### src/design/lbf_pkg.sv
// ----------------------------------------------------------------------------
// lbf_pkg
// Shared widths, constants, codes and the controller command word for the
// LED breathe / flicker effect block.
// ----------------------------------------------------------------------------
package lbf_pkg;

	localparam int unsigned TS_W    = 32;
	localparam int unsigned LEVEL_W = 8;
	localparam int unsigned MODE_W  = 2;
	localparam int unsigned IVL_W   = 16;
	localparam int unsigned SEED_W  = 16;
	localparam int unsigned ADDR_W  = 3;
	localparam int unsigned DATA_W  = 16;

	localparam logic [MODE_W-1:0] MODE_FIXED   = 2'd0;
	localparam logic [MODE_W-1:0] MODE_BREATH  = 2'd1;
	localparam logic [MODE_W-1:0] MODE_FLICKER = 2'd2;

	localparam logic [ADDR_W-1:0] REG_MODE      = 3'd0;
	localparam logic [ADDR_W-1:0] REG_MAX_LEVEL = 3'd1;
	localparam logic [ADDR_W-1:0] REG_MIN_LEVEL = 3'd2;
	localparam logic [ADDR_W-1:0] REG_BREATH_IV = 3'd3;
	localparam logic [ADDR_W-1:0] REG_FLICK_IV  = 3'd4;

	localparam logic [SEED_W-1:0]  LCG_MUL        = 16'd2053;
	localparam logic [SEED_W-1:0]  LCG_ADD        = 16'd13849;
	localparam logic [SEED_W-1:0]  SEED_RST       = 16'd1337;
	localparam logic [IVL_W-1:0]   BREATH_IV_RST  = 16'd4000;
	localparam logic [IVL_W-1:0]   FLICK_IV_RST   = 16'd48000;
	localparam logic [LEVEL_W-1:0] MAX_LEVEL_RST  = 8'd255;
	localparam logic [LEVEL_W-1:0] MIN_LEVEL_RST  = 8'd2;
	localparam logic [LEVEL_W-1:0] FLICK_LVL_RST  = 8'd255;
	localparam logic [3:0]         FLICK_SPAN     = 4'd10;
	localparam logic [4:0]         FLICK_THRESH   = 5'd4;

	typedef struct packed {
		logic load;
		logic calc;
		logic commit;
	} lbf_cmd_t;

endpackage

### src/design/lbf_ctrl.sv
// ----------------------------------------------------------------------------
// lbf_ctrl
// Sequencer: capture, timer/LCG stage, commit. Owns the result valid flag.
// ----------------------------------------------------------------------------
module lbf_ctrl import lbf_pkg::*; (
	input  logic     clk,
	input  logic     arst_n,
	input  logic     req_valid,
	output logic     req_ready,
	output logic     rsp_valid,
	input  logic     rsp_ready,
	output lbf_cmd_t cmd
);

	localparam logic [1:0] ST_IDLE   = 2'd0;
	localparam logic [1:0] ST_CALC   = 2'd1;
	localparam logic [1:0] ST_COMMIT = 2'd2;

	logic [1:0] state_q;
	logic [1:0] state_nxt;
	logic       out_vld_q;
	logic       out_free;
	logic       accept;

	assign out_free   = !out_vld_q || rsp_ready;
	assign req_ready  = (state_q == ST_IDLE) || ((state_q == ST_COMMIT) && out_free);
	assign accept     = req_valid && req_ready;
	assign cmd.load   = accept;
	assign cmd.calc   = (state_q == ST_CALC);
	assign cmd.commit = (state_q == ST_COMMIT) && out_free;
	assign rsp_valid  = out_vld_q;

	always_comb begin
		state_nxt = state_q;
		case (state_q)
			ST_IDLE: begin
				if (accept) state_nxt = ST_CALC;
			end
			ST_CALC: begin
				state_nxt = ST_COMMIT;
			end
			ST_COMMIT: begin
				if (out_free) state_nxt = accept ? ST_CALC : ST_IDLE;
			end
			default: begin
				state_nxt = ST_IDLE;
			end
		endcase
	end

	always_ff @(posedge clk or negedge arst_n) begin
		if (!arst_n) begin
			state_q   <= ST_IDLE;
			out_vld_q <= 1'b0;
		end else begin
			state_q <= state_nxt;
			if (cmd.commit) out_vld_q <= 1'b1;
			else if (rsp_ready) out_vld_q <= 1'b0;
		end
	end

endmodule

### config.mk
export PLATFORM = sky130hd
export DESIGN_NAME = lbf_ctrl
export DESIGN_NICKNAME = d
export VERILOG_FILES = /design/src/design/lbf_pkg.sv /design/src/design/lbf_ctrl.sv
export SDC_FILE = /design/constraint.sdc
export NUM_CORES = 1
export LEC_CHECK = 0
export ABC_AREA = 1
export BUFFER_PORTS_ARGS = -buffer_cell sky130_fd_sc_hd__buf_2
export CORE_AREA = 2 2 39 41
export DETAILED_ROUTE_END_ITERATION = 8
export DIE_AREA = 0 0 41 43
export PLACE_DENSITY_LB_ADDON = 0.25
export SYNTH_ARGS = -nofsm -noshare
export SYNTH_HDL_FRONTEND = slang
export SYNTH_SLANG_ARGS = --single-unit
### constraint.sdc
create_clock -name clk -period 0.95 [get_ports clk]
set_input_delay 0.19 -clock clk [delete_from_list [all_inputs] [get_ports clk]]
set_output_delay 0.19 -clock clk [all_outputs]
set_load 0.05 [all_outputs]
==> metrics.log, run 1 <==
[metrics] via count of the first global-routing pass: 155
[metrics] maximum clock skew at final layout: 0.003356 ns
[metrics] core region area: 1384 um^2
[metrics] worst-margin pin slew: 0.1408 ns
[metrics] routed wire length on met2: 171 um
[metrics] nature of the critical path endpoint: output port
[metrics] DP HPWL: 288.2 um
[metrics] net count of the mapped netlist: 26
[metrics] TritonCTS sink count: 3
[metrics] ANT nets after route: 0
[metrics] Yosys warning count: 0
[metrics] endpoints failing setup: 5
[metrics] number of iterations in the first detailed-routing pass: 2
[metrics] min setup slack post-route: -0.2825 ns
[metrics] number of slew-limit violations in the final report: 0
[metrics] most common cell after layout, fill and taps aside: buf_4
[metrics] setup repair after global routing missed its margin: yes
[metrics] Max Cap Viol: 0
[metrics] floorplan die area: 1763 um^2
[metrics] endpoints failing hold: 0
[metrics] count of pins on the block boundary: 9
[metrics] Critical Path RT: 0.76 ns
[metrics] TritonCTS clock tree: yes
[metrics] violations in the final reports: setup timing
[metrics] static leakage: 0.1855 nW
[metrics] data arrival time at the worst-slack endpoint: 1.04 ns
[metrics] area of the mapped netlist: 165.2 um^2
[metrics] final RePlAce weighted congestion: 0.5740
[metrics] peak clock frequency supported by timing: 811.4 MHz
[metrics] Slowest Stage Delay on Critical Path: 0.41 ns
[metrics] Via density: 3.321
[metrics] CTS root buf: clkbuf_4
[metrics] wire length of the first global-routing pass: 586 um
[metrics] final period utilization: 1.297
[metrics] WHS: 0.2152 ns
[metrics] WL met1: 164 um
[metrics] Area growth syn-to-layout: 126.5%
[metrics] Clock Latency Late Sink: 0.23 ns
[metrics] Rows: 14
[metrics] starting density of the core: 0.1193
[metrics] placed standard-cell area: 265.3 um^2
[metrics] TritonCTS Buffers: 3
[metrics] pin count of the biggest net entering global routing: 4
[metrics] power density over the cells: 1928 nW/um^2
[metrics] setup tns final: -1.331 ns
[metrics] count of distinct cell types in the synthesized netlist: 10
[metrics] clock-pin slew reported for the worst setup and hold paths after clock tree synthesis: 0.04 ns
[metrics] average routed wire per standard cell: 6.714 um
[metrics] sequential cell area fraction in the yosys report: 0.4545
[metrics] Total Nets Final: 45
[metrics] commonest non-fill, non-tap cells in the layout: buf_4, nor2_2, buf_6
[metrics] total non-filler cell area in the finished layout: 374.1 um^2
[metrics] Post-Syn Area per Cell: 7.507 um^2
[metrics] drt total wl: 376 um
[metrics] wire length on met3: 40 um
[metrics] Buffers on Ports: 8
[metrics] flip-flop and latch count after synthesis: 3
[metrics] gr ovfl total: 0
[metrics] Top Layer Used: met3
[metrics] start-to-end type of the worst setup path: register to output port
[metrics] nature of the critical path startpoint: register
[metrics] share of layout cells above drive strength 1: 0.7750
[metrics] All-Layer GR Usage: 0.05433
[metrics] headroom to the max-slew limit: 0.9061
[metrics] diode count: 0
[metrics] type of the most critical hold path: primary input to register
[metrics] vertical extent of the die: 43 um
[metrics] detailed-route via count: 186
[metrics] buffers from clock root to sink, at most: 2
[metrics] IR Drop Worst-Case VDD: 0.0005543 V
[metrics] synthesized instance count: 22
[metrics] cell type of the slowest stage on the worst timing path: dfrtp_2
[metrics] H-Tree Depth: 1
[metrics] iteration-0 DRC count of the detailed router: 2
[metrics] antenna violations before repair: 0
[metrics] maximum fanout encountered on the critical timing path: 3
[metrics] count of unresolved DRC violations after routing: 0
[metrics] die width: 41 um
[metrics] status: complete, but fails checks
[metrics] Cell Chain, Critical Path: nand3_2 > nand2_4 > nor2_2 > buf_6
[metrics] final critical delay including setup and external delays: 1.233 ns
[report_power, final]
| group | internal (mW) | total, mW | switching [mW] | leakage, nW |
|---|---|---|---|---|
| clock network | 0.157 | 0.222 | 0.0649 | 0.0150 |
| logic | 0.150 | 0.334 | 0.184 | 0.134 |
| registers | 0.148 | 0.165 | 0.0164 | 0.0368 |
| total | 0.456 | 0.721 | 0.266 | 0.185 |
[worst max-delay path, delay by kind of cell (launching register included)]
family	cells	cell delay, ns
simple gates	3	0.24
buf+inv	1	0.16
flops	1	0.41
[Yosys cell counts (all sizes together)]
| library cell | instances | area share |
|---|---|---|
| inv | 6 | 0.14 |
| nor2 | 5 | 0.13 |
| nand2 | 4 | 0.11 |
| dfrtp | 3 | 0.45 |
| buf | 2 | 0.091 |
| nand3 | 1 | 0.030 |
| o21ai | 1 | 0.053 |
[state kept, by name (all words and copies together), names as in the netlist]
signal	count
state_q	2
rsp_valid	1
[layer usage]
metal,up-vias,global-route usage
li1,98,-
met1,80,0.06472
met2,8,0.05938
met3,0,0.04712
met4,0,0.04000
met5,-,0
[cell families (layout without fill, tap and decap cells)]
group / count (synthesis) / in the layout / synth area share
buffers and inverters: 8 / 26 / 0.2272
AND/OR/NAND/NOR: 10 / 10 / 0.2651
AO/OA/AOI/OAI: 1 / 1 / 0.05304
flip-flops: 3 / 3 / 0.4545
[cell type report]
type | count | area (um^2)
fill | 154 | 1010
timing repair buffer | 16 | 145.1
multi-input combinational | 11 | 80.08
sequential | 3 | 76.32
clock buffer | 4 | 26.28
inverter | 6 | 26.28
tap | 16 | 20.02
[metrics by stage]
stage	util	setup WS (ns)	instances	power (mW)
floorplan	-	-0.2043	22	0.3426
global placement	0.1917	-0.1290	49	0.4098
detailed placement	0.1917	-0.1351	49	0.4086
CTS	0.2604	-0.3026	55	0.7216
global route	0.2703	-0.3373	56	0.7774
finish	0.2703	-0.2825	56	0.7212
[worst paths after layout]
| kind | startpoint | to | slack (ns) | depth (start not counted) |
|---|---|---|---|---|
| max | rsp_valid$_DFFE_PN0P_ | cmd[2] | -0.28 | 4 |
| min | req_valid | state_q[0]$_DFFE_PN0P_ | 0.22 | 3 |
| max reg2reg | rsp_valid$_DFFE_PN0P_ | state_q[0]$_DFFE_PN0P_ | 0.01 | 5 |
| min reg2reg | state_q[0]$_DFFE_PN0P_ | state_q[1]$_DFFE_PN0P_ | 0.68 | 4 |
| max in group asynchronous | arst_n | rsp_valid$_DFFE_PN0P_ | 0.55 | 2 |
| min in group asynchronous | arst_n | state_q[0]$_DFFE_PN0P_ | 0.28 | 2 |
[repair_timing]
item	in CTS	in global routing
buffers inserted	1	1
hold endpoints to repair	3	0
pin swaps	2	0
endpoints found under the setup margin	5	7
hold buffers	1	0
resized for setup	16	2
No activity file was read; power rests on OpenSTA's default activity.
==> run 2, diff against run 1 <==
CTS_BUF_LIST = sky130_fd_sc_hd__clkbuf_4 sky130_fd_sc_hd__clkbuf_8   (was unset)
GPL_ROUTABILITY_DRIVEN = 0   (was unset)
PLACE_DENSITY_LB_ADDON = 0.05   (was 0.25)
==> metrics.log, run 2 (same netlist as run 1, synthesis figures left out) <==
[metrics] core region area: 1384 um^2 (unchanged)
[metrics] final critical delay including setup and external delays: 1.259 ns (was 1.233 ns)
[metrics] count of pins on the block boundary: 9 (unchanged)
[metrics] data arrival time at the worst-slack endpoint: 1.07 ns (was 1.04 ns)
[metrics] Min-Delay Path Depth: 3 (unchanged)
[metrics] most common cell after layout, fill and taps aside: buf_6 (was buf_4)
[metrics] fillers: 156 (was 154)
[metrics] Rows: 14 (unchanged)
[metrics] detailed-route via count: 164 (was 186)
[metrics] start-to-end type of the worst setup path: register to output port (unchanged)
[metrics] share of layout cells above drive strength 1: 0.7297 (was 0.7750)
[metrics] Max Cap Viol: 0 (unchanged)
[metrics] setup tns final: -1.195 ns (was -1.331 ns)
[metrics] violations in the final reports: setup timing (unchanged)
[metrics] net switching share of the total power: 0.3634 (was 0.3682)
[metrics] worst hold endpoint: state_q[0]$_DFFE_PN0P_ (unchanged)
[metrics] Clock Power Share: 0.354 (was 0.308)
[metrics] iteration-0 DRC count of the detailed router: 1 (was 2)
[metrics] gr ovfl total: 0 (unchanged)
[metrics] Area growth syn-to-layout: 110.6% (was 126.5%)
[metrics] CTS root buf: clkbuf_4 (unchanged)
[metrics] logic gate share of total power: 0.409 (was 0.464)
[metrics] maximum clock skew at final layout: 0.001625 ns (was 0.003356 ns)
[metrics] nature of the critical path startpoint: register (unchanged)
[metrics] starting density of the core: 0.1193 (unchanged)
[metrics] TritonCTS clock tree: yes (unchanged)
[metrics] Critical Path RT: 0.76 ns (about the same)
[metrics] Total Nets Final: 42 (was 45)
[metrics] Power, Total: 0.7038 mW (was 0.7212 mW)
[metrics] setup repair after global routing missed its margin: yes (unchanged)
[metrics] die width: 41 um (unchanged)
[metrics] flop-to-flop setup slack: 0.04 ns (was 0.01 ns)
[metrics] H-Tree Depth: 1 (unchanged)
[metrics] cell type of the slowest stage on the worst timing path: dfrtp_2 (unchanged)
[metrics] internal power contribution: 0.4480 mW (was 0.4556 mW)
[metrics] Via density: 3.094 (was 3.321)
[metrics] net switching power: 0.2558 mW (was 0.2655 mW)
[metrics] Clock Latency Late Sink: 0.23 ns (about the same)
[metrics] worst-margin pin slew: 0.1906 ns (was 0.1408 ns)
[metrics] sequential power share: 0.237 (was 0.228)
[metrics] average routed wire per standard cell: 7.226 um (was 6.714 um)
[metrics] number of iterations in the first detailed-routing pass: 2 (unchanged)
[metrics] count of unresolved DRC violations after routing: 0 (unchanged)
[metrics] register with the highest flop count: state_q (unchanged)
[metrics] commonest non-fill, non-tap cells in the layout: buf_6, clkbuf_4 (was buf_4, nor2_2, buf_6)
[metrics] TritonCTS Buffers: 3 (unchanged)
[metrics] wire length of the first global-routing pass: 717 um (was 586 um)
[metrics] startpoint of the most critical hold path: req_valid (unchanged)
[metrics] ANT nets after route: 0 (unchanged)
[metrics] type of the most critical hold path: primary input to register (unchanged)
[metrics] DP HPWL: 301.5 um (was 288.2 um)
[metrics] headroom to the max-slew limit: 0.8725 (was 0.9061)
[metrics] maximum fanout encountered on the critical timing path: 4 (was 3)
[metrics] antenna violations before repair: 0 (unchanged)
[metrics] All-Layer GR Usage: 0.06539 (was 0.05433)
[metrics] TritonCTS sink count: 3 (unchanged)
[metrics] status: complete, but fails checks (unchanged)
[metrics] max FFs per register: 2 (unchanged)
[metrics] peak clock frequency supported by timing: 794.5 MHz (was 811.4 MHz)
[metrics] nature of the critical path endpoint: output port (unchanged)
[metrics] pin count of the biggest net entering global routing: 5 (was 4)
[metrics] diode count: 0 (unchanged)
[metrics] reg2reg start: state_q[0]$_DFFE_PN0P_ (was rsp_valid$_DFFE_PN0P_)
[metrics] power density over the cells: 2023 nW/um^2 (was 1928 nW/um^2)
[metrics] IR Drop Worst-Case VDD: 0.0005679 V (was 0.0005543 V)
[metrics] reg-to-reg critical path endpoint: state_q[1]$_DFFE_PN0P_ (was state_q[0]$_DFFE_PN0P_)
[metrics] final period utilization: 1.325 (was 1.297)
[metrics] vertical extent of the die: 43 um (unchanged)
[metrics] number of slew-limit violations in the final report: 0 (unchanged)
[metrics] area taken by flip-flops and latches: 76.32 um^2 (unchanged)
[metrics] static leakage: 0.1714 nW (was 0.1855 nW)
[metrics] buffers from clock root to sink, at most: 2 (unchanged)
[metrics] Buffers on Ports: 8 (unchanged)
[metrics] area used by multi-input combinational logic: 80.08 um^2 (unchanged)
[metrics] floorplan die area: 1763 um^2 (unchanged)
[metrics] Slowest Stage Delay on Critical Path: 0.42 ns (was 0.41 ns)
[metrics] drt total wl: 383 um (was 376 um)
[metrics] via count of the first global-routing pass: 203 (was 155)
[metrics] min setup slack post-route: -0.3086 ns (was -0.2825 ns)
[metrics] worst r2r path cells: 6 (was 5)
[metrics] endpoints failing setup: 5 (unchanged)
[metrics] Cell Chain, Critical Path: nand3_2 > nand2_4 > nor2_2 > buf_6 (unchanged)
[metrics] endpoints failing hold: 0 (unchanged)
[metrics] clock-pin slew reported for the worst setup and hold paths after clock tree synthesis: 0.04 ns (about the same)
==> run 2: worst max path at each step <==
stage                                start        end  slack, ns  depth (start not counted)
detailed placement  state_q[1]$_DFFE_PN0P_     cmd[2]      -0.14                          4
global route        state_q[0]$_DFFE_PN0P_     cmd[0]      -0.35                          4
global placement    state_q[1]$_DFFE_PN0P_     cmd[2]      -0.15                          4
finish               rsp_valid$_DFFE_PN0P_     cmd[2]      -0.31                          4
CTS                 state_q[0]$_DFFE_PN0P_     cmd[0]      -0.31                          4
floorplan            rsp_valid$_DFFE_PN0P_  req_ready      -0.20                          3
==> run 2: worst max-delay path, delay by kind of cell (launching register included) <==
kind / cells / cell delay (ns)
buf+inv: 1 / 0.16
simple gates: 3 / 0.26
flops: 1 / 0.42
==> run 2: cell type report <==
type | instances | share of cell area
clock buffer | 4 | 0.08633
inverter | 6 | 0.07554
multi-input combinational | 11 | 0.2302
sequential | 3 | 0.2194
tap | 16 | 0.05755
timing repair buffer | 13 | 0.3309
==> run 2: timing repair <==
action | 4_1_cts | 5_1_grt
cloned | 0 | 0
pin swaps | 0 | 1
setup buffers | 1 | 1
hold buffers | 1 | 0
hold endpoints to repair | 3 | 0
setup endpoints to repair | 5 | 7
resized for setup | 12 | 3
==> run 2: power groups by stage <==
stage                     combinational, mW  clock [mW]  sequential, mW
after global routing                  0.305       0.271           0.169
after floorplan                       0.149           0           0.194
after detailed placement              0.232           0           0.167
after CTS                             0.285       0.266           0.166
after global placement                0.233           0           0.168
final                                 0.288       0.249           0.167
==> run 2: metal layers <==
layer  up-vias  wire length [um]  track usage
li1         89                 -            -
met1        72               143      0.06472
met5         -                 0            0
met2         3               218      0.08438
met4         0                 0       0.1000
met3         0                21      0.01571
==> run 2: per-stage QoR <==
stage	cells	setup WS, ns	instance area, um^2	hold slack, ns	util
4_1_cts	54	-0.3149	342.8	0.2113	0.2477
5_1_grt	53	-0.3508	347.8	0.2400	0.2514
2_1_floorplan	22	-0.2043	186.4	-0.1056	-
3_5_place_dp	48	-0.1424	257.7	-0.01199	0.1863
6_report	53	-0.3086	347.8	0.2127	0.2514
3_3_place_gp	48	-0.1483	257.7	-0.01189	0.1863
