--- src/design/lbf_pkg.sv ---
// ----------------------------------------------------------------------------
// lbf_pkg
// Shared widths, constants, codes and the controller command word for the
// LED breathe / flicker effect block.
// ----------------------------------------------------------------------------
package lbf_pkg;

	localparam int unsigned TS_W    = 32;
	localparam int unsigned LEVEL_W = 8;
	localparam int unsigned MODE_W  = 2;
	localparam int unsigned IVL_W   = 16;
	localparam int unsigned SEED_W  = 16;
	localparam int unsigned ADDR_W  = 3;
	localparam int unsigned DATA_W  = 16;

	localparam logic [MODE_W-1:0] MODE_FIXED   = 2'd0;
	localparam logic [MODE_W-1:0] MODE_BREATH  = 2'd1;
	localparam logic [MODE_W-1:0] MODE_FLICKER = 2'd2;

	localparam logic [ADDR_W-1:0] REG_MODE      = 3'd0;
	localparam logic [ADDR_W-1:0] REG_MAX_LEVEL = 3'd1;
	localparam logic [ADDR_W-1:0] REG_MIN_LEVEL = 3'd2;
	localparam logic [ADDR_W-1:0] REG_BREATH_IV = 3'd3;
	localparam logic [ADDR_W-1:0] REG_FLICK_IV  = 3'd4;

	localparam logic [SEED_W-1:0]  LCG_MUL        = 16'd2053;
	localparam logic [SEED_W-1:0]  LCG_ADD        = 16'd13849;
	localparam logic [SEED_W-1:0]  SEED_RST       = 16'd1337;
	localparam logic [IVL_W-1:0]   BREATH_IV_RST  = 16'd4000;
	localparam logic [IVL_W-1:0]   FLICK_IV_RST   = 16'd48000;
	localparam logic [LEVEL_W-1:0] MAX_LEVEL_RST  = 8'd255;
	localparam logic [LEVEL_W-1:0] MIN_LEVEL_RST  = 8'd2;
	localparam logic [LEVEL_W-1:0] FLICK_LVL_RST  = 8'd255;
	localparam logic [3:0]         FLICK_SPAN     = 4'd10;
	localparam logic [4:0]         FLICK_THRESH   = 5'd4;

	typedef struct packed {
		logic load;
		logic calc;
		logic commit;
	} lbf_cmd_t;

endpackage

--- src/design/lbf_dp.sv ---
// ----------------------------------------------------------------------------
// lbf_dp
// Datapath: registers, interval timer, breathing step, LCG and flicker draw,
// result register.
// ----------------------------------------------------------------------------
module lbf_dp import lbf_pkg::*; (
	input  logic               clk,
	input  logic               arst_n,
	input  lbf_cmd_t           cmd,
	input  logic [TS_W-1:0]    now_us,
	input  logic               cfg_we,
	input  logic [ADDR_W-1:0]  cfg_addr,
	input  logic [DATA_W-1:0]  cfg_data,
	output logic [LEVEL_W-1:0] level,
	output logic               changed
);

	logic [MODE_W-1:0]  mode_q;
	logic [LEVEL_W-1:0] max_level_q;
	logic [LEVEL_W-1:0] min_level_q;
	logic [IVL_W-1:0]   breath_iv_q;
	logic [IVL_W-1:0]   flick_iv_q;

	logic [TS_W-1:0]    last_fire_q;
	logic [LEVEL_W-1:0] breath_q;
	logic               rising_q;
	logic [SEED_W-1:0]  seed_q;
	logic [LEVEL_W-1:0] flicker_q;
	logic [LEVEL_W-1:0] last_out_q;
	logic [LEVEL_W-1:0] level_q;
	logic               changed_q;

	logic [TS_W-1:0]    now_us_s1;
	logic [TS_W-1:0]    now_us_s2;
	logic               fire_s2;
	logic [SEED_W-1:0]  seed_s2;

	logic [TS_W-1:0]    elapsed;
	logic [IVL_W-1:0]   interval;
	logic [2*SEED_W-1:0] lcg_prod;
	logic [LEVEL_W-1:0] rnd;
	logic [11:0]        scaled;
	logic [4:0]         draw;
	logic [LEVEL_W-1:0] flick_nxt;
	logic [LEVEL_W-1:0] breath_nxt;
	logic               rising_nxt;
	logic [LEVEL_W-1:0] level_nxt;

	// timer and LCG
	assign interval = (mode_q == MODE_BREATH) ? breath_iv_q : flick_iv_q;
	assign elapsed  = now_us_s1 - last_fire_q;
	assign lcg_prod = seed_q * LCG_MUL;

	// flicker draw, 1..10
	assign rnd       = seed_s2[7:0] + seed_s2[15:8];
	assign scaled    = rnd * FLICK_SPAN;
	assign draw      = {1'b0, scaled[11:8]} + 5'd1;
	assign flick_nxt = (draw > FLICK_THRESH) ? max_level_q : '0;

	always_comb begin
		breath_nxt = rising_q ? breath_q + 8'd1 : breath_q - 8'd1;
		rising_nxt = rising_q;
		if (breath_nxt == max_level_q) rising_nxt = 1'b0;
		if (breath_nxt == min_level_q) rising_nxt = 1'b1;
	end

	always_comb begin
		case (mode_q)
			MODE_BREATH:  level_nxt = fire_s2 ? breath_nxt : breath_q;
			MODE_FLICKER: level_nxt = fire_s2 ? flick_nxt : flicker_q;
			default:      level_nxt = max_level_q;
		endcase
	end

	always_ff @(posedge clk) begin
		if (cmd.load) now_us_s1 <= now_us;
		if (cmd.calc) begin
			now_us_s2 <= now_us_s1;
			fire_s2   <= (elapsed >= {{(TS_W-IVL_W){1'b0}}, interval});
			seed_s2   <= lcg_prod[SEED_W-1:0] + LCG_ADD;
		end
		if (cmd.commit) begin
			level_q   <= level_nxt;
			changed_q <= (level_nxt != last_out_q);
		end
	end

	always_ff @(posedge clk or negedge arst_n) begin
		if (!arst_n) begin
			mode_q      <= MODE_BREATH;
			max_level_q <= MAX_LEVEL_RST;
			min_level_q <= MIN_LEVEL_RST;
			breath_iv_q <= BREATH_IV_RST;
			flick_iv_q  <= FLICK_IV_RST;
			last_fire_q <= '0;
			breath_q    <= '0;
			rising_q    <= 1'b1;
			seed_q      <= SEED_RST;
			flicker_q   <= FLICK_LVL_RST;
			last_out_q  <= '0;
		end else begin
			if (cfg_we) begin
				case (cfg_addr)
					REG_MODE:      mode_q      <= cfg_data[MODE_W-1:0];
					REG_MAX_LEVEL: max_level_q <= cfg_data[LEVEL_W-1:0];
					REG_MIN_LEVEL: min_level_q <= cfg_data[LEVEL_W-1:0];
					REG_BREATH_IV: breath_iv_q <= cfg_data[IVL_W-1:0];
					REG_FLICK_IV:  flick_iv_q  <= cfg_data[IVL_W-1:0];
					default: ;
				endcase
			end
			if (cmd.commit) begin
				last_out_q <= level_nxt;
				if (fire_s2 && (mode_q == MODE_BREATH)) begin
					last_fire_q <= now_us_s2;
					breath_q    <= breath_nxt;
					rising_q    <= rising_nxt;
				end
				if (fire_s2 && (mode_q == MODE_FLICKER)) begin
					last_fire_q <= now_us_s2;
					seed_q      <= seed_s2;
					flicker_q   <= flick_nxt;
				end
			end
		end
	end

	assign level   = level_q;
	assign changed = changed_q;

endmodule

--- config.mk ---
export PLATFORM = sky130hd
export DESIGN_NAME = lbf_dp
export DESIGN_NICKNAME = d
export VERILOG_FILES = /design/src/design/lbf_pkg.sv /design/src/design/lbf_dp.sv
export SDC_FILE = /design/constraint.sdc
export NUM_CORES = 1
export LEC_CHECK = 0
export BUFFER_PORTS_ARGS = -buffer_cell sky130_fd_sc_hd__buf_2
export CAP_MARGIN = 20
export CORE_MARGIN = 1.5
export CORE_UTILIZATION = 45
export CTS_BUF_LIST = sky130_fd_sc_hd__clkbuf_16
export DETAILED_ROUTE_END_ITERATION = 16
export HOLD_SLACK_MARGIN = 0.15
export PLACE_DENSITY = 0.61
export SLEW_MARGIN = 20
export SYNTH_ARGS = -nofsm -noshare
export SYNTH_HDL_FRONTEND = slang
export SYNTH_SLANG_ARGS = --single-unit
--- constraint.sdc ---
create_clock -name clk -period 6.89 [get_ports clk]
set_clock_uncertainty 0.1 [all_clocks]
set_input_delay 0 -clock clk [delete_from_list [all_inputs] [get_ports clk]]
set_output_delay 0 -clock clk [all_outputs]
set_load 0.02 [all_outputs]
==> impl_metrics.toml, run 1 <==
[status]
status = "complete, no violations"

[timing]
setup_violations = 0
tns_ns = 0
finalMaxSlewViolations = 0
tightest_slew_ns = 0.9510
slew_headroom_pct = 36.60
final_hold_viol_count = 0
post-route-period-util_pct = 72.15
max_freq_mhz = 201.2
finalCriticalPeriod_ns = 4.971
rsz0062_at_grt = "no"
fin_ws_ns = 1.919

[min_path]
hp-class = "in -> reg"

[synthesis]
syn_area_per_cell_um2 = 11.36
synth_most_common_cell = "ha_1"
synth_edf_count = 90
synth_top_area_share_pct = 21.92
ys_warn_count = 0
ys_ff_latch = 213
syn-cell-area_um2 = 12330
synth_cell_types = 75
async_reset_ff_share_pct = 57.75
synth_fp_nets = 1270
synth_top_area_cell = "edfxtp_1"
yosys-top-cells-area = "edfxtp_1, dfrtp_1, ha_1"
seq_area_frac_synth_pct = 47.28
synth_flop_cell = "edfxtp_1"
yosys-top-cells-count = "ha_1, nand2_1, edfxtp_1, mux2_2, dfrtp_1"
synthCells = 1085

[cts]
cts_sinks = 213
htreeDepth = 1
cts_max_path_buffers = 3
clockRootBuffer = "clkbuf_16"
cts_setup_buffers = 0
tritoncts = "done"
clk_latency_ns = 0.52
cts_inserted_buffers = 24
postCtsHoldBufs = 99
cts_resized = 0
clk_pin_slew_ns = 0.06

[pwr]
ir_drop_uv = 331.2
power_per_cell_area_nw_per_um2 = 546.5
leakage_uw = 0.006457

[global_routing]
grt_pass1_wl_mm = 43.92
grt_max_degree = 62
gr-total-overflow = 0
track_usage_pct = 19.01
grt_pass1_vias = 8762
antenna_found_initial = 0

[place]
hpwl_mm = 18.05
routabilityCongestion = 0.8422
pre_cts_ws_ns = 1.913
io_buffer_count = 65

[critical_path]
path_class = "reg -> reg"
critPathCaptureType = "flip-flop"
crit_path_max_fanout = 4
arrival_ns = 5.12
critPathLaunchType = "flip-flop"
crit_required_ns = 7.04

[floorplan]
num_rows = 60
initial_utilization_pct = 45.74
die_x_um = 168.5
pin_count = 66
coreArea_um2 = 26950
die_y_um = 168.5
die_area_um2 = 28400

[final_layout]
drive_above_1_share_pct = 19.87
syn2layout_area_growth_pct = 20.68
n_antenna_cell = 0
layout.nets = 1430
final.fill_count = 2288

[route]
drcViolationCount = 0
first_pass_iters = 5
num_vias = 8601
wl_mm = 26.13
routedWlPerCell_um = 16.29
antenna_left = 0
via_per_inst = 5.362
drt_iter0_drc = 480

[flow_run]
cap_violations = 0
==> stage by stage <==
step | power [uW] | utilization, % | hold WS (ns) | instances | instance area, um2
3_3_place_gp | 6595 | 48.16 | 0.06265 | 1461 | 12980
2_1_floorplan | 5731 | - | -0.3956 | 1085 | 12330
6_report | 8130 | 55.20 | 0.1836 | 1604 | 14880
3_5_place_dp | 6693 | 48.16 | 0.05989 | 1461 | 12980
5_1_grt | 8953 | 55.20 | 0.1871 | 1604 | 14880
4_1_cts | 8225 | 55.20 | 0.1621 | 1604 | 14880
==> report_power, final <==
group          leakage, uW  switching, uW  internal (uW)  total (uW)
Sequential         0.00230            271           1890        2160
Combinational      0.00370           2430           2120        4550
Clock             0.000452            508            915        1420
==> cells in the final DEF (no fill, tap or decap), types with 25 or more instances in the layout <==
master	instances
xnor2_1	53
nor2_1	48
mux2_2	87
o21ai_0	49
nand2_1	104
dfrtp_1	85
buf_2	64
inv_1	81
ha_1	117
dlygate4sd3_1	98
dfstp_2	38
edfxtp_1	90
clkbuf_16	25
a21oi_1	47
==> worst max-delay path, cell delays in order (launching register included) <==
cell       delay [ns]
edfxtp_1         0.40
inv_1            0.07
ha_1             0.15
inv_1            0.05
fa_1             0.41
a211oi_1         0.23
o21bai_1         0.11
a21o_2           0.25
a31oi_4          0.28
o21a_1           0.19
nand2_1          0.08
a31oi_1          0.20
xnor2_1          0.15
ha_1             0.26
nor2b_1          0.13
o21ai_0          0.19
o2111ai_1        0.14
a211oi_1         0.23
o2111ai_1        0.14
nor3_1           0.15
nor4bb_1         0.24
nand4_1          0.13
a2111o_1         0.40
==> area by class of cell <==
type                    count  area, um2  area share [%]
inverters                  75      281.5           1.893
flip-flops and latches    213       5828           39.18
well taps                 341      426.7           2.868
clock buffers              25      625.6           4.206
multi-input cells         761       6071           40.81
repair buffers            170       1381           9.286
clock inverters            19      261.5           1.758
==> sequential cells by signal, indices dropped and copies added, names as in the netlist, 2 cells and up <==
name,flops
breath_iv_q,16
level,8
flicker_q,8
last_fire_q,32
mode_q,2
breath_q,8
seed_s2,16
max_level_q,8
seed_q,16
now_us_s2,32
now_us_s1,32
last_out_q,8
min_level_q,8
flick_iv_q,16
==> routing by layer <==
metal / GRT usage [%] / vias to the layer above / part of all wire (%)
met5: 0 / - / 0
met4: 4.231 / 0 / 1.9
met3: 2.315 / 28 / 3.2
met2: 32.71 / 141 / 48
met1: 25.80 / 4192 / 47
li1: - / 4240 / -
==> kinds of logic after synthesis <==
family / Yosys count / share of synthesized area [%]
AOI/OAI and AO/OA: 218 / 12.15
xor gates and xnor gates: 73 / 5.187
adders and majority gates: 128 / 13.66
buffers and inverters: 111 / 3.512
DFF: 213 / 47.28
muxes: 106 / 9.490
and+or+nand+nor: 236 / 8.719
==> path summary, 6_finish.rpt <==
kind / startpoint / endpoint / slack [ns] / cells past startpoint
worst max-delay path: now_us_s1[0]$_DFFE_PP_ / fire_s2$_DFFE_PP_ / 1.92 / 22
max in group asynchronous: arst_n / breath_iv_q[12]$_DFFE_PN0P_ / 5.22 / 4
worst min register to register: now_us_s1[10]$_DFFE_PP_ / now_us_s2[10]$_DFFE_PP_ / 0.35 / 0
worst min-delay path: cfg_data[11] / flick_iv_q[11]$_DFFE_PN1P_ / 0.18 / 3
worst max register to register: now_us_s1[0]$_DFFE_PP_ / fire_s2$_DFFE_PP_ / 1.92 / 22
min in group asynchronous: arst_n / breath_iv_q[8]$_DFFE_PN1P_ / 0.60 / 3
Power figures use the tool's default switching activity.
==> inputs of run 2 (changes only) <==
Settings changed: PLACE_DENSITY 0.61 to 0.63.
Clock period 6.89 ns to 4 ns, I/O delays scaled along.
==> run 2 against run 1 <==
The flow now finishes with violations (negative setup slack). Clock-buffer cell count unchanged. Register-to-register slack lost 2.4 ns. Routed wire length increased by 7.6%. Non-clock buffer count increased by 56. Largest cell class unchanged.
==> impl_metrics.toml, run 2 (same netlist as run 1, synthesis figures left out) <==
[status]
status = "complete, but fails checks"
violations = "negative setup slack"

[timing]
fin_ws_ns = -0.4560
max_freq_mhz = 224.4
setup_violations = 2
post-route-period-util_pct = 111.4
finalMaxSlewViolations = 0
slew_headroom_pct = 36.03
rsz0062_at_grt = "yes"
finalCriticalPeriod_ns = 4.456
tightest_slew_ns = 0.9596
final_hold_viol_count = 0

[pwr]
internal_power_uw = 9163
power_per_cell_area_nw_per_um2 = 990.2
pwr-share-comb_pct = 61.8
p_switching_uw = 6164
leakage_uw = 0.006740
ir_drop_uv = 616.8
p_sw_share_pct = 40.22
p_clk_share_pct = 14.0
power_frac_seq_pct = 24.2

[global_routing]
antenna_found_initial = 0
grt_pass1_wl_mm = 46.34
gr-total-overflow = 0
grt_max_degree = 40
track_usage_pct = 20.05
grt_pass1_vias = 9264

[critical_path]
arrival_ns = 4.62
critPathSlowestCell = "edfxtp_1"
path_cells = "inv_1 -> ha_2 -> inv_2 -> fa_2 -> a211oi_2 -> o21bai_1 -> a21o_2 -> a31oi_4 -> o21a_1 -> nand2_2 -> a31oi_4 -> xnor2_2 -> ha_1 -> nor2b_1 -> o21ai_1 -> o2111ai_2 -> a211oi_2 -> o2111ai_1 -> nor3_1 -> nor4bb_2 -> nand4_1 -> a2111o_1"
path_class = "reg -> reg"
critPathCaptureType = "flip-flop"
cp_top_family = "compound AO/OA/AOI/OAI gates"
r2r_start = "now_us_s1[0]$_DFFE_PP_"
r2r-end = "fire_s2$_DFFE_PP_"
rr_worst_depth = 22
crit_required_ns = 4.17
crit_buf_inv = 2
slowest_delay_ns = 0.38
r2r_setup_slack_ns = -0.46
crit_path_max_fanout = 2
critPathLaunchType = "flip-flop"

[floorplan]
die_x_um = 168.5
coreArea_um2 = 26950
initial_utilization_pct = 45.74
num_rows = 60
die_area_um2 = 28400
die_y_um = 168.5
pin_count = 66

[route]
antenna_left = 0
first_pass_iters = 6
wl_mm = 28.11
num_vias = 8936
routedWlPerCell_um = 16.92
dr_wl_met2_mm = 13.51
top_layer = "met4"
drcViolationCount = 0
via_per_inst = 5.380
drt_iter0_drc = 619
wl_met3_um = 918
drt-met1-wl_mm = 12.93

[min_path]
worstHoldStart = "cfg_data[8]"
holdPathEnd = "breath_iv_q[8]$_DFFE_PN1P_"
hold-path-cell-count = 3
hp-class = "in -> reg"

[cts]
clk_latency_ns = 0.52
clk_pin_slew_ns = 0.06
clockRootBuffer = "clkbuf_16"
cts_sinks = 213
tritoncts = "done"
cts_max_path_buffers = 3
htreeDepth = 1
cts_inserted_buffers = 25

[final_layout]
final_cell_mix = "ha_1, nand2_1, dlygate4sd3_1"
multi_input_area_um2 = 6345
n_antenna_cell = 0
final_cell_area_um2 = 15480
final_common_cell = "ha_1"
final.fill_count = 2263
ff_latch_area_um2 = 5828
syn2layout_area_growth_pct = 25.57
fin_cells = 1661
layout.nets = 1487
utilization_pct = 57.43
drive_above_1_share_pct = 26.36
reg.largest.list = "last_fire_q: 32 flops, now_us_s1: 32 flops, now_us_s2: 32 flops"

[place]
pre_cts_ws_ns = -0.5246
routabilityCongestion = 0.8890
placed_area_um2 = 13430
io_buffer_count = 65
hpwl_mm = 19.03
dpl.cell_count = 1510

[flow_run]
cap_violations = 0
[run 2: changes by cell type in the layout (fill, tap and decap cells not counted), moves of 5 or more]
cell | before | now
o21ai_1 | 7 | 15
ha_1 | 117 | 111
o21ai_0 | 49 | 39
buf_4 | 7 | 58
bufinv_16 | 7 | 2
buf_6 | 0 | 5
[run 2: area by class of cell]
class / count / share of cell area (%)
clock inverter: 20 / 0.9619
sequential: 213 / 37.65
timing repair buffer: 226 / 11.78
inverter: 75 / 1.819
multi-input combinational: 761 / 40.99
tap: 341 / 2.756
clock buffer: 25 / 4.042
[run 2: timing repair]
action                                 4_1_cts  5_1_grt
endpoints found under the hold margin      240        0
setup endpoints to repair                    5       15
hold buffers                                98        0
setup buffers                                2        9
gates resized for setup                      6       43
pin swaps                                   19       29
[run 2: worst max-delay path by stage]
stage | start | to | slack [ns] | cells past startpoint
final | now_us_s1[0]$_DFFE_PP_ | fire_s2$_DFFE_PP_ | -0.46 | 22
after global routing | now_us_s1[0]$_DFFE_PP_ | fire_s2$_DFFE_PP_ | -0.70 | 22
after CTS | now_us_s1[0]$_DFFE_PP_ | fire_s2$_DFFE_PP_ | -0.44 | 22
after detailed placement | now_us_s1[0]$_DFFE_PP_ | fire_s2$_DFFE_PP_ | -0.52 | 22
after global placement | now_us_s1[0]$_DFFE_PP_ | fire_s2$_DFFE_PP_ | -0.36 | 22
after floorplan | now_us_s1[0]$_DFFE_PP_ | fire_s2$_DFFE_PP_ | -0.21 | 22
[run 2: metrics by stage]
| stage | setup TNS, ns | total power (uW) | hold slack [ns] |
|---|---|---|---|
| detailed placement | -0.7873 | 12370 | -0.01279 |
| global placement | -0.5432 | 12200 | -0.01323 |
| CTS | -0.6621 | 14840 | 0.1519 |
| finish | -0.7701 | 15330 | 0.1834 |
| floorplan | -0.3255 | 10120 | -0.3956 |
| global route | -2.058 | 16760 | 0.1760 |
[run 2: worst register-to-register path, delay by kind of cell (launching register included)]
family | cells | cell delay [ns]
fa+ha+maj | 3 | 0.84
flops | 1 | 0.38
compound gates | 11 | 1.94
simple gates | 5 | 0.76
xor+xnor | 1 | 0.08
buf+inv | 2 | 0.11
[run 2: power by group through the flow]
stage	clock, uW	sequential (uW)	combinational (uW)
after global placement	0	3720	8480
after global routing	2290	3800	10700
after floorplan	0	3620	6500
final	2150	3710	9470
after detailed placement	0	3740	8620
after CTS	2200	3710	8920
[run 2: metal layers]
layer,vias to the layer above,global-route usage (%)
met3,52,2.478
met1,4361,26.88
met2,176,34.39
met5,-,0
met4,0,5.474
li1,4347,-
==> inputs of run 3 (changes only) <==
Settings changed: REMOVE_ABC_BUFFERS set to 1.
==> run 3 against run 2 <==
The flow still finishes with violations (negative setup slack). Combinational power up 1%. Clock-buffer cell count up 3. Clock power about the same. Largest cell class unchanged.
==> impl_metrics.toml, run 3 (same netlist as run 1, synthesis figures left out) <==
[status]
status = "complete, but fails checks"
violations = "negative setup slack"

[floorplan]
initial_utilization_pct = 45.74
coreArea_um2 = 26950
die_x_um = 168.5
pin_count = 66
die_y_um = 168.5
die_area_um2 = 28400
num_rows = 60

[pwr]
ir_drop_uv = 664.1
internal_power_uw = 9334
power_per_cell_area_nw_per_um2 = 992.3
power_frac_seq_pct = 23.9
pwr-share-comb_pct = 62.0
p_clk_share_pct = 14.1
p_sw_share_pct = 39.59
p_switching_uw = 6116
leakage_uw = 0.006835

[timing]
max_freq_mhz = 226.8
rsz0062_at_grt = "yes"
finalMaxSlewViolations = 0
post-route-period-util_pct = 110.2
tightest_slew_ns = 0.9672
whs_ns = 0.2096
finalCriticalPeriod_ns = 4.409
tns_ns = -0.8100
fin_ws_ns = -0.4092
final_hold_viol_count = 0
setup_violations = 2
slew_headroom_pct = 35.52

[flow_run]
cap_violations = 0

[final_layout]
syn2layout_area_growth_pct = 26.31
final_common_cell = "ha_1"
multi_input_area_um2 = 6287
final.fill_count = 2259
fin_cells = 1678
layout.nets = 1504
drive_above_1_share_pct = 26.33
n_antenna_cell = 0
ff_latch_area_um2 = 5828
reg.largest.list = "last_fire_q: 32 flops, now_us_s1: 32 flops, now_us_s2: 32 flops"
final_cell_mix = "ha_1, nand2_1, dlygate4sd3_1"
final_cell_area_um2 = 15570

[global_routing]
grt_max_degree = 50
antenna_found_initial = 0
grt_pass1_vias = 9112
gr-total-overflow = 0
track_usage_pct = 19.67
grt_pass1_wl_mm = 45.51

[place]
routabilityCongestion = 0.9056
dpl.cell_count = 1525
io_buffer_count = 65
placed_area_um2 = 13470
pre_cts_ws_ns = -0.8667
hpwl_mm = 18.46

[critical_path]
rr_worst_depth = 19
critPathLaunchType = "flip-flop"
crit_required_ns = 4.15
path_class = "reg -> reg"
arrival_ns = 4.56
critPathCaptureType = "flip-flop"
crit_path_max_fanout = 7

[route]
drcViolationCount = 0
wl_met3_um = 892
antenna_left = 0
drt-met1-wl_mm = 12.74
wl_mm = 27.29
via_per_inst = 5.305
first_pass_iters = 5
top_layer = "met4"
dr_wl_met2_mm = 13.11
drt_iter0_drc = 494
num_vias = 8901
routedWlPerCell_um = 16.27

[cts]
htreeDepth = 1
cts_sinks = 213
cts_max_path_buffers = 3
clk_latency_ns = 0.52
clockRootBuffer = "clkbuf_16"
clk_pin_slew_ns = 0.06
tritoncts = "done"
cts_inserted_buffers = 25

[min_path]
hp-class = "in -> reg"
hold-path-cell-count = 3
-- run 3: cell types whose count changed in the layout (fill, tap and decap cells not counted), sizes merged --
cell / previous run / this run
buf: 129 / 145
bufinv: 2 / 1
clkbuf: 25 / 28
clkinv: 11 / 8
clkinvlp: 1 / 0
dlygate4sd3: 97 / 98
inv: 81 / 83
-- run 3: routing by layer --
metal	vias to the layer above	GRT usage, %
met1	4319	26.42
li1	4385	-
met5	-	0
met3	37	2.268
met2	160	34.06
met4	0	4.775
-- run 3: what timing repair did --
item	CTS	global route
buffers inserted	5	5
hold endpoints to repair	241	0
pin swaps	32	35
hold buffers	99	0
resized for setup	11	41
endpoints found under the setup margin	10	17
-- run 3: final cells by class --
class	instances	area share (%)
clock inverter	17	0.5947
timing repair buffer	243	12.54
multi-input combinational	761	40.38
tap	341	2.740
sequential	213	37.43
inverter	75	1.808
clock buffer	28	4.500
-- run 3: path summary, 6_finish.rpt --
| path | startpoint | to | slack [ns] |
|---|---|---|---|
| worst min register to register | now_us_s1[0]$_DFFE_PP_ | now_us_s2[0]$_DFFE_PP_ | 0.35 |
| worst min-delay path | cfg_data[11] | breath_iv_q[11]$_DFFE_PN1P_ | 0.21 |
| worst max-delay path | seed_s2[8]$_DFFE_PP_ | changed$_DFFE_PP_ | -0.41 |
| worst max register to register | seed_s2[8]$_DFFE_PP_ | changed$_DFFE_PP_ | -0.41 |
| min in group asynchronous | arst_n | breath_iv_q[5]$_DFFE_PN1P_ | 0.63 |
| max in group asynchronous | arst_n | max_level_q[7]$_DFFE_PN1P_ | 2.66 |
-- run 3: power by group through the flow --
| stage | clock network, uW | registers (uW) | logic, uW |
|---|---|---|---|
| floorplan | 0 | 3630 | 6170 |
| CTS | 2250 | 3690 | 8970 |
| detailed placement | 0 | 3720 | 8660 |
| global placement | 0 | 3700 | 8480 |
| global route | 2330 | 3770 | 10800 |
| finish | 2180 | 3690 | 9580 |
-- run 3: worst max-delay path, stage by stage, from the launching register on --
cell      delay (ns)
edfxtp_1        0.40
ha_2            0.20
fa_2            0.34
a21o_1          0.20
a21oi_2         0.15
o21bai_1        0.07
a21oi_1         0.17
xnor2_1         0.17
ha_1            0.30
ha_4            0.27
o21a_1          0.12
o21ai_2         0.06
o21ba_4         0.20
a21bo_4         0.27
buf_6           0.14
o211ai_2        0.14
a21oi_2         0.08
nor3_2          0.16
nand3_1         0.09
or4_1           0.51
-- run 3: through the flow --
stage | utilization, % | total power [uW]
after floorplan | - | 9800
after global placement | 49.99 | 12180
after detailed placement | 49.99 | 12380
after CTS | 56.96 | 14920
after global routing | 57.77 | 16950
final | 57.77 | 15450
